===== config.mk =====
export PLATFORM = sky130hd
export DESIGN_NAME = ttmc_ctrl
export DESIGN_NICKNAME = d
export VERILOG_FILES = /design/src/design/ttmc_pkg.sv /design/src/design/ttmc_ctrl.sv
export SDC_FILE = /design/constraint.sdc
export NUM_CORES = 1
export LEC_CHECK = 0
export BUFFER_PORTS_ARGS = -buffer_cell sky130_fd_sc_hd__buf_2
export CORE_ASPECT_RATIO = 0.9
export CORE_MARGIN = 3
export CORE_UTILIZATION = 40
export DETAILED_ROUTE_END_ITERATION = 8
export GPL_TIMING_DRIVEN = 0
export PLACE_DENSITY = 0.62
export SLEW_MARGIN = 25
export SYNTH_ARGS = -nofsm -noshare
export SYNTH_HDL_FRONTEND = slang
export SYNTH_SLANG_ARGS = --single-unit

===== constraint.sdc =====
create_clock -name clk -period 4.89 [get_ports clk]
set_input_delay 0.978 -clock clk [delete_from_list [all_inputs] [get_ports clk]]
set_output_delay 0.978 -clock clk [all_outputs]
set_load 0.01 [all_outputs]

===== src/design/ttmc_pkg.sv =====
`default_nettype none
package ttmc_pkg;

	localparam int TABLE_ENTRIES = 1024;
	localparam int BLOCK_BITS    = 14;
	localparam int MAX_BANKS     = 4;
	localparam int HOME_ENTRY    = 88;

	localparam int ADDR_W  = 24;
	localparam int OP_W    = 3;
	localparam int OFF_W   = 3;
	localparam int BANKS_W = 3;

	localparam int TBL_AW = $clog2(TABLE_ENTRIES);
	localparam int IDX_W  = ADDR_W - BLOCK_BITS;
	localparam int IX_W   = ((IDX_W > TBL_AW) ? IDX_W : TBL_AW) + 1;

	localparam int BANK_SHIFT = 19 - BLOCK_BITS;
	localparam int MAX_BLOCKS = MAX_BANKS << BANK_SHIFT;
	localparam int UB_RAW_W   = $clog2(MAX_BLOCKS) + 1;
	localparam int UB_W       = (UB_RAW_W > 8) ? UB_RAW_W : 8;

	localparam int BLK_W     = 7;
	localparam int POS_W     = BLK_W + BLOCK_BITS;
	localparam int RAM_BYTES = MAX_BANKS << 19;
	localparam int RAM_AW    = $clog2(RAM_BYTES);
	localparam int PC_W      = ((POS_W > RAM_AW) ? POS_W : RAM_AW) + 1;

	localparam int PF_FIRST = 32'h000a_0000 >> BLOCK_BITS;
	localparam int PF_LAST  = 32'h000e_0000 >> BLOCK_BITS;
	localparam int PF_SLOTS = PF_LAST - PF_FIRST;
	localparam int SLOT_AW  = (PF_SLOTS > 1) ? $clog2(PF_SLOTS) : 1;

	localparam logic [7:0] ENTRY_ON    = 8'h80;
	localparam logic [7:0] ENTRY_BLOCK = 8'h7f;
	localparam logic [7:0] ID_BYTE     = 8'hfe;
	localparam logic [7:0] FIXED_BYTE  = 8'h80;
	localparam logic [7:0] SPARE_RST   = 8'hff;
	localparam logic [7:0] OPEN_BUS    = 8'hff;

	localparam logic [OFF_W-1:0] OFF_ID_LO  = 3'd0;
	localparam logic [OFF_W-1:0] OFF_ID_HI  = 3'd1;
	localparam logic [OFF_W-1:0] OFF_BANKS  = 3'd2;
	localparam logic [OFF_W-1:0] OFF_ENTRY  = 3'd3;
	localparam logic [OFF_W-1:0] OFF_SPARE  = 3'd4;
	localparam logic [OFF_W-1:0] OFF_FIXED  = 3'd5;
	localparam logic [OFF_W-1:0] OFF_PTR_LO = 3'd6;
	localparam logic [OFF_W-1:0] OFF_PTR_HI = 3'd7;

	typedef enum logic [OP_W-1:0] {
		OP_REG_RD   = 3'd0,
		OP_REG_WR   = 3'd1,
		OP_MEM_RD   = 3'd2,
		OP_MEM_WR   = 3'd3,
		OP_CARD_RST = 3'd4
	} op_t;

	typedef struct packed {
		logic clear;
		logic cfg_wr;
		logic accept;
		logic exec;
		logic look;
		logic ram;
		logic scan_start;
		logic load_out;
	} cmd_t;

	typedef struct packed {
		logic clr_last;
		logic scan_busy;
		logic need_look;
		logic need_ram;
		logic need_scan;
	} sts_t;

	function automatic logic [BANKS_W-1:0] usable_banks(input logic [BANKS_W-1:0] fb);
		if (fb == BANKS_W'(0))
			return BANKS_W'(1);
		if (fb > BANKS_W'(MAX_BANKS))
			return BANKS_W'(MAX_BANKS);
		return fb;
	endfunction

	function automatic logic [UB_W-1:0] usable_blocks(input logic [BANKS_W-1:0] banks);
		return UB_W'(banks) << BANK_SHIFT;
	endfunction

	function automatic logic [7:0] bank_map(input logic [BANKS_W-1:0] banks);
		logic [7:0] v;
		v = 8'h03;
		for (int b = 1; b < MAX_BANKS; b++)
			v = v | (((BANKS_W'(b) < banks) ? 8'h02 : 8'h03) << (b * 2));
		return v;
	endfunction

	function automatic logic entry_on(input logic [7:0] e, input logic [UB_W-1:0] ub);
		return ((e & ENTRY_ON) != 8'h00) && (UB_W'(e[BLK_W-1:0]) < ub);
	endfunction

	function automatic logic [7:0] init_entry(input logic [TBL_AW-1:0] i);
		int k;
		k = int'(i) - HOME_ENTRY;
		if (k >= 0 && k < MAX_BLOCKS)
			return ENTRY_ON | (ENTRY_BLOCK & 8'(k));
		return 8'h00;
	endfunction

endpackage
`default_nettype wire


===== src/design/ttmc_ctrl.sv =====
`default_nettype none
module ttmc_ctrl (
	input  wire logic            clk,
	input  wire logic            arst_n,
	input  wire logic            req_valid,
	output logic                 req_stall,
	output logic                 rsp_valid,
	input  wire logic            rsp_stall,
	input  wire logic            cfg_valid,
	output logic                 cfg_ready,
	input  wire ttmc_pkg::sts_t  sts,
	output ttmc_pkg::cmd_t       cmd
);

	typedef enum logic [6:0] {
		S_CLEAR  = 7'b0000001,
		S_IDLE   = 7'b0000010,
		S_EXEC   = 7'b0000100,
		S_LOOK   = 7'b0001000,
		S_RAM    = 7'b0010000,
		S_RESULT = 7'b0100000,
		S_SCAN   = 7'b1000000
	} state_t;

	state_t state_q, state_d;
	logic   scan_pend_q;
	logic   rsp_valid_q;
	logic   cfg_fire;
	logic   out_free;

	assign cfg_ready = (state_q != S_SCAN);
	assign cfg_fire  = cfg_valid && cfg_ready;
	assign req_stall = !((state_q == S_IDLE) && !scan_pend_q);
	assign out_free  = !rsp_valid_q || !rsp_stall;
	assign rsp_valid = rsp_valid_q;

	always_comb begin
		cmd        = '0;
		cmd.cfg_wr = cfg_fire;
		state_d    = state_q;
		unique case (state_q)
			S_CLEAR: begin
				cmd.clear = 1'b1;
				if (sts.clr_last)
					state_d = S_IDLE;
			end
			S_IDLE: begin
				if (scan_pend_q) begin
					cmd.scan_start = 1'b1;
					state_d        = S_SCAN;
				end else if (req_valid) begin
					cmd.accept = 1'b1;
					state_d    = S_EXEC;
				end
			end
			S_EXEC: begin
				cmd.exec = 1'b1;
				state_d  = sts.need_look ? S_LOOK : S_RESULT;
			end
			S_LOOK: begin
				cmd.look = 1'b1;
				state_d  = sts.need_ram ? S_RAM : S_RESULT;
			end
			S_RAM: begin
				cmd.ram = 1'b1;
				state_d = S_RESULT;
			end
			S_RESULT: begin
				if (out_free) begin
					cmd.load_out = 1'b1;
					state_d      = S_IDLE;
				end
			end
			S_SCAN: begin
				if (!sts.scan_busy)
					state_d = S_IDLE;
			end
			default: state_d = S_CLEAR;
		endcase
	end

	always_ff @(posedge clk or negedge arst_n) begin
		if (!arst_n) begin
			state_q     <= S_CLEAR;
			scan_pend_q <= 1'b1;
			rsp_valid_q <= 1'b0;
		end else begin
			state_q <= state_d;
			if (cfg_fire || (cmd.exec && sts.need_scan))
				scan_pend_q <= 1'b1;
			else if (cmd.scan_start)
				scan_pend_q <= 1'b0;
			if (cmd.load_out)
				rsp_valid_q <= 1'b1;
			else if (!rsp_stall)
				rsp_valid_q <= 1'b0;
		end
	end

endmodule
`default_nettype wire


==> flow_summary.toml <==
[status]
outcome = "complete, no violations"

[critical_path]
max_stage_delay_ns = 0.55
cp_max_fo = 7
crit_slowest_cell = "or4_4"
endpoint_kind = "primary output"
crit_path_cell_trace = "or4_4 -> buf_6 -> or3_4 -> a21oi_2 -> buf_2"
cp_num_buf_inv = 2
cp_top_family = "simple AND/OR/NAND/NOR gates"
start_kind = "flop"
required_ns = 3.91
worstSetupPathType = "flop to primary output"
cp.arrival_ns = 1.99

[yosys]
muxShareOfSynthArea_pct = 0
yosys_warnings = 0
yosys_register_bits = 9
synth_adder_area_share_pct = 0
synth.net_count = 78
syn_avg_cell_area_um2 = 9.734
yosys-top-cells-count = "dfrtp_1, inv_1, and2_1, nand2_1"
netlist.area_leader.share_pct = 26.47
synth_top_family_by_area = "simple AND/OR/NAND/NOR gates"
yosysTopAreaCell = "dfrtp_1"
synth.distinct_cells = 37
yosysMostFrequentCell = "dfrtp_1"
synth-edff-count = 0
async_reset_ff_share_pct = 100.0
synthXorXnorAreaFrac_pct = 1.323
yosysSeqAreaShare_pct = 34.40
synthSimpleGateAreaFrac_pct = 39.32
yosys_most_used_dff = "dfrtp_1"
syn_area_um2 = 661.9
synth-compound-area-share_pct = 14.74
synthCells = 68
netlist_top_cells_area = "dfrtp_1, dfstp_2, nor4b_1"

[placed_design]
portBuffers = 20
dpl.hpwl_mm = 1.050
dp_slack_ns = 2.199
dpl.cell_count = 110
gp_congestion = 0.6928

[timing]
fin_crit_ns = 2.970
worst_pin_slew_ns = 0.5458
skew_ns = 0.006726
post-route-period-util_pct = 60.73
slew_violations = 0
fin_setup_tns_ns = 0
maxSlewHeadroom_pct = 63.31
setup_violations = 0
grt_setup_unrepaired = "no"
fmax_ghz = 0.3367
fin_hold_ws_ns = 0.5502
layout_setup_ws_ns = 1.920
report.final.hold_viol_count = 0

[run]
maxCapViolCount = 0

[floorplan]
die_area_um2 = 2180
die_y_um = 44.59
pin_count = 21
die_w_um = 48.88
placementRows = 13
core_area_um2 = 1496
initial_core_util_pct = 44.23

[grt]
track_usage_pct = 13.87
antenna_found_initial = 0
overflow = 0
grt_pass1_wl_mm = 2.270
grt_pass1_vias = 501
grt_max_degree = 11

[clock_tree]
root_buffer = "clkbuf_4"
cts.path.max_buffers = 2
numCtsBuffers = 3
holdBufCountCts = 0
cts-resized-gates = 0
worstSkewPairLatency_ns = 0.26
clock_sinks = 9
cts_tree = "yes"
clk_pin_slew_ns = 0.06
h-tree-depth = 1
post_cts_buffers = 0

[pwr]
power.density_nw_per_um2 = 430.1
ir_drop_mv = 0.2696
power.leakage_nw = 0.4328

[route]
routed-via-count = 578
drt_iter0_markers = 15
wirelength_mm = 1.417
routedWlPerCell_um = 12.43
first_pass_iters = 4
via_per_inst = 5.070
ant_nets = 0
drc = 0

[cells_and_area]
final_core_util_pct = 54.52
areaGrowthSynthToFinish_pct = 23.25
final_nets = 103
antenna_cells = 0
drive_gt1_share_pct = 42.39
fin_cells = 114

[hold_path]
hold_class = "flop to flop"
==> registers in the layout (all words and copies together), names as in the netlist <==
name / count
scan_pend_q: 1
state_q: 7
rsp_valid: 1
==> layout by cell type (no fill, tap or decap), drive strengths merged, types with 2 or more instances in the layout <==
master	n
a211oi	3
and2	4
and3	4
buf	24
clkbuf	6
dfrtp	7
dfstp	2
inv	6
nand2	4
nand2b	2
nand3b	2
nor2	3
nor3	2
nor4	3
nor4b	4
==> where the power goes <==
group / total [mW] / internal [mW] / switching (mW)
registers: 0.106 / 0.0952 / 0.0109
logic: 0.188 / 0.0863 / 0.102
clock network: 0.0566 / 0.0314 / 0.0252
total: 0.351 / 0.213 / 0.138
==> per-stage QoR <==
stage	total power [mW]	area, um2
floorplan	0.2509	661.9
global placement	0.2922	789.5
detailed placement	0.2935	789.5
CTS	0.3535	815.8
global route	0.3773	815.8
finish	0.3508	815.8
==> area by class of cell <==
| class | instances | area, um2 |
|---|---|---|
| buffer | 6 | 45.04 |
| sequential | 9 | 227.7 |
| tap | 22 | 27.53 |
| fill | 140 | 680.7 |
| timing repair buffer | 20 | 100.1 |
| multi-input combinational | 47 | 366.6 |
| inverter | 6 | 22.52 |
| clock buffer | 4 | 26.28 |
==> tightest hold or removal path: stages (launching register included) <==
cell and delay [ns]:
dfstp_2 0.38, inv_1 0.05, o221ai_1 0.11
==> layer usage <==
metal  part of all wire (%)  global-route usage (%)  up-vias
met3                    5.3                   5.051        2
met5                      0                       0        -
met2                     45                   20.60       15
li1                       -                       -      295
met1                     49                   18.52      266
met4                   0.64                   5.114        0
==> cells by family after synthesis <==
kind of cell / count (synthesis)
xor gates and xnor gates: 1
AOI/OAI and AO/OA: 11
DFF: 9
buffers and inverters: 12
and+or+nand+nor: 35
==> final timing paths <==
| check | startpoint | end | slack [ns] | cells past startpoint |
|---|---|---|---|---|
| min in group asynchronous | arst_n | state_q[2]$_DFFE_PN0P_ | 0.56 | 1 |
| worst max-delay path | state_q[1]$_DFFE_PN0P_ | cmd[0] | 1.92 | 5 |
| worst min-delay path | scan_pend_q$_DFFE_PN1P_ | scan_pend_q$_DFFE_PN1P_ | 0.55 | 2 |
| max in group asynchronous | arst_n | state_q[0]$_DFFE_PN1P_ | 4.08 | 1 |
| worst min register to register | scan_pend_q$_DFFE_PN1P_ | scan_pend_q$_DFFE_PN1P_ | 0.55 | 2 |
| worst max register to register | state_q[1]$_DFFE_PN0P_ | state_q[0]$_DFFE_PN1P_ | 3.18 | 4 |
Note: power is estimated with default switching activity, not from simulation.
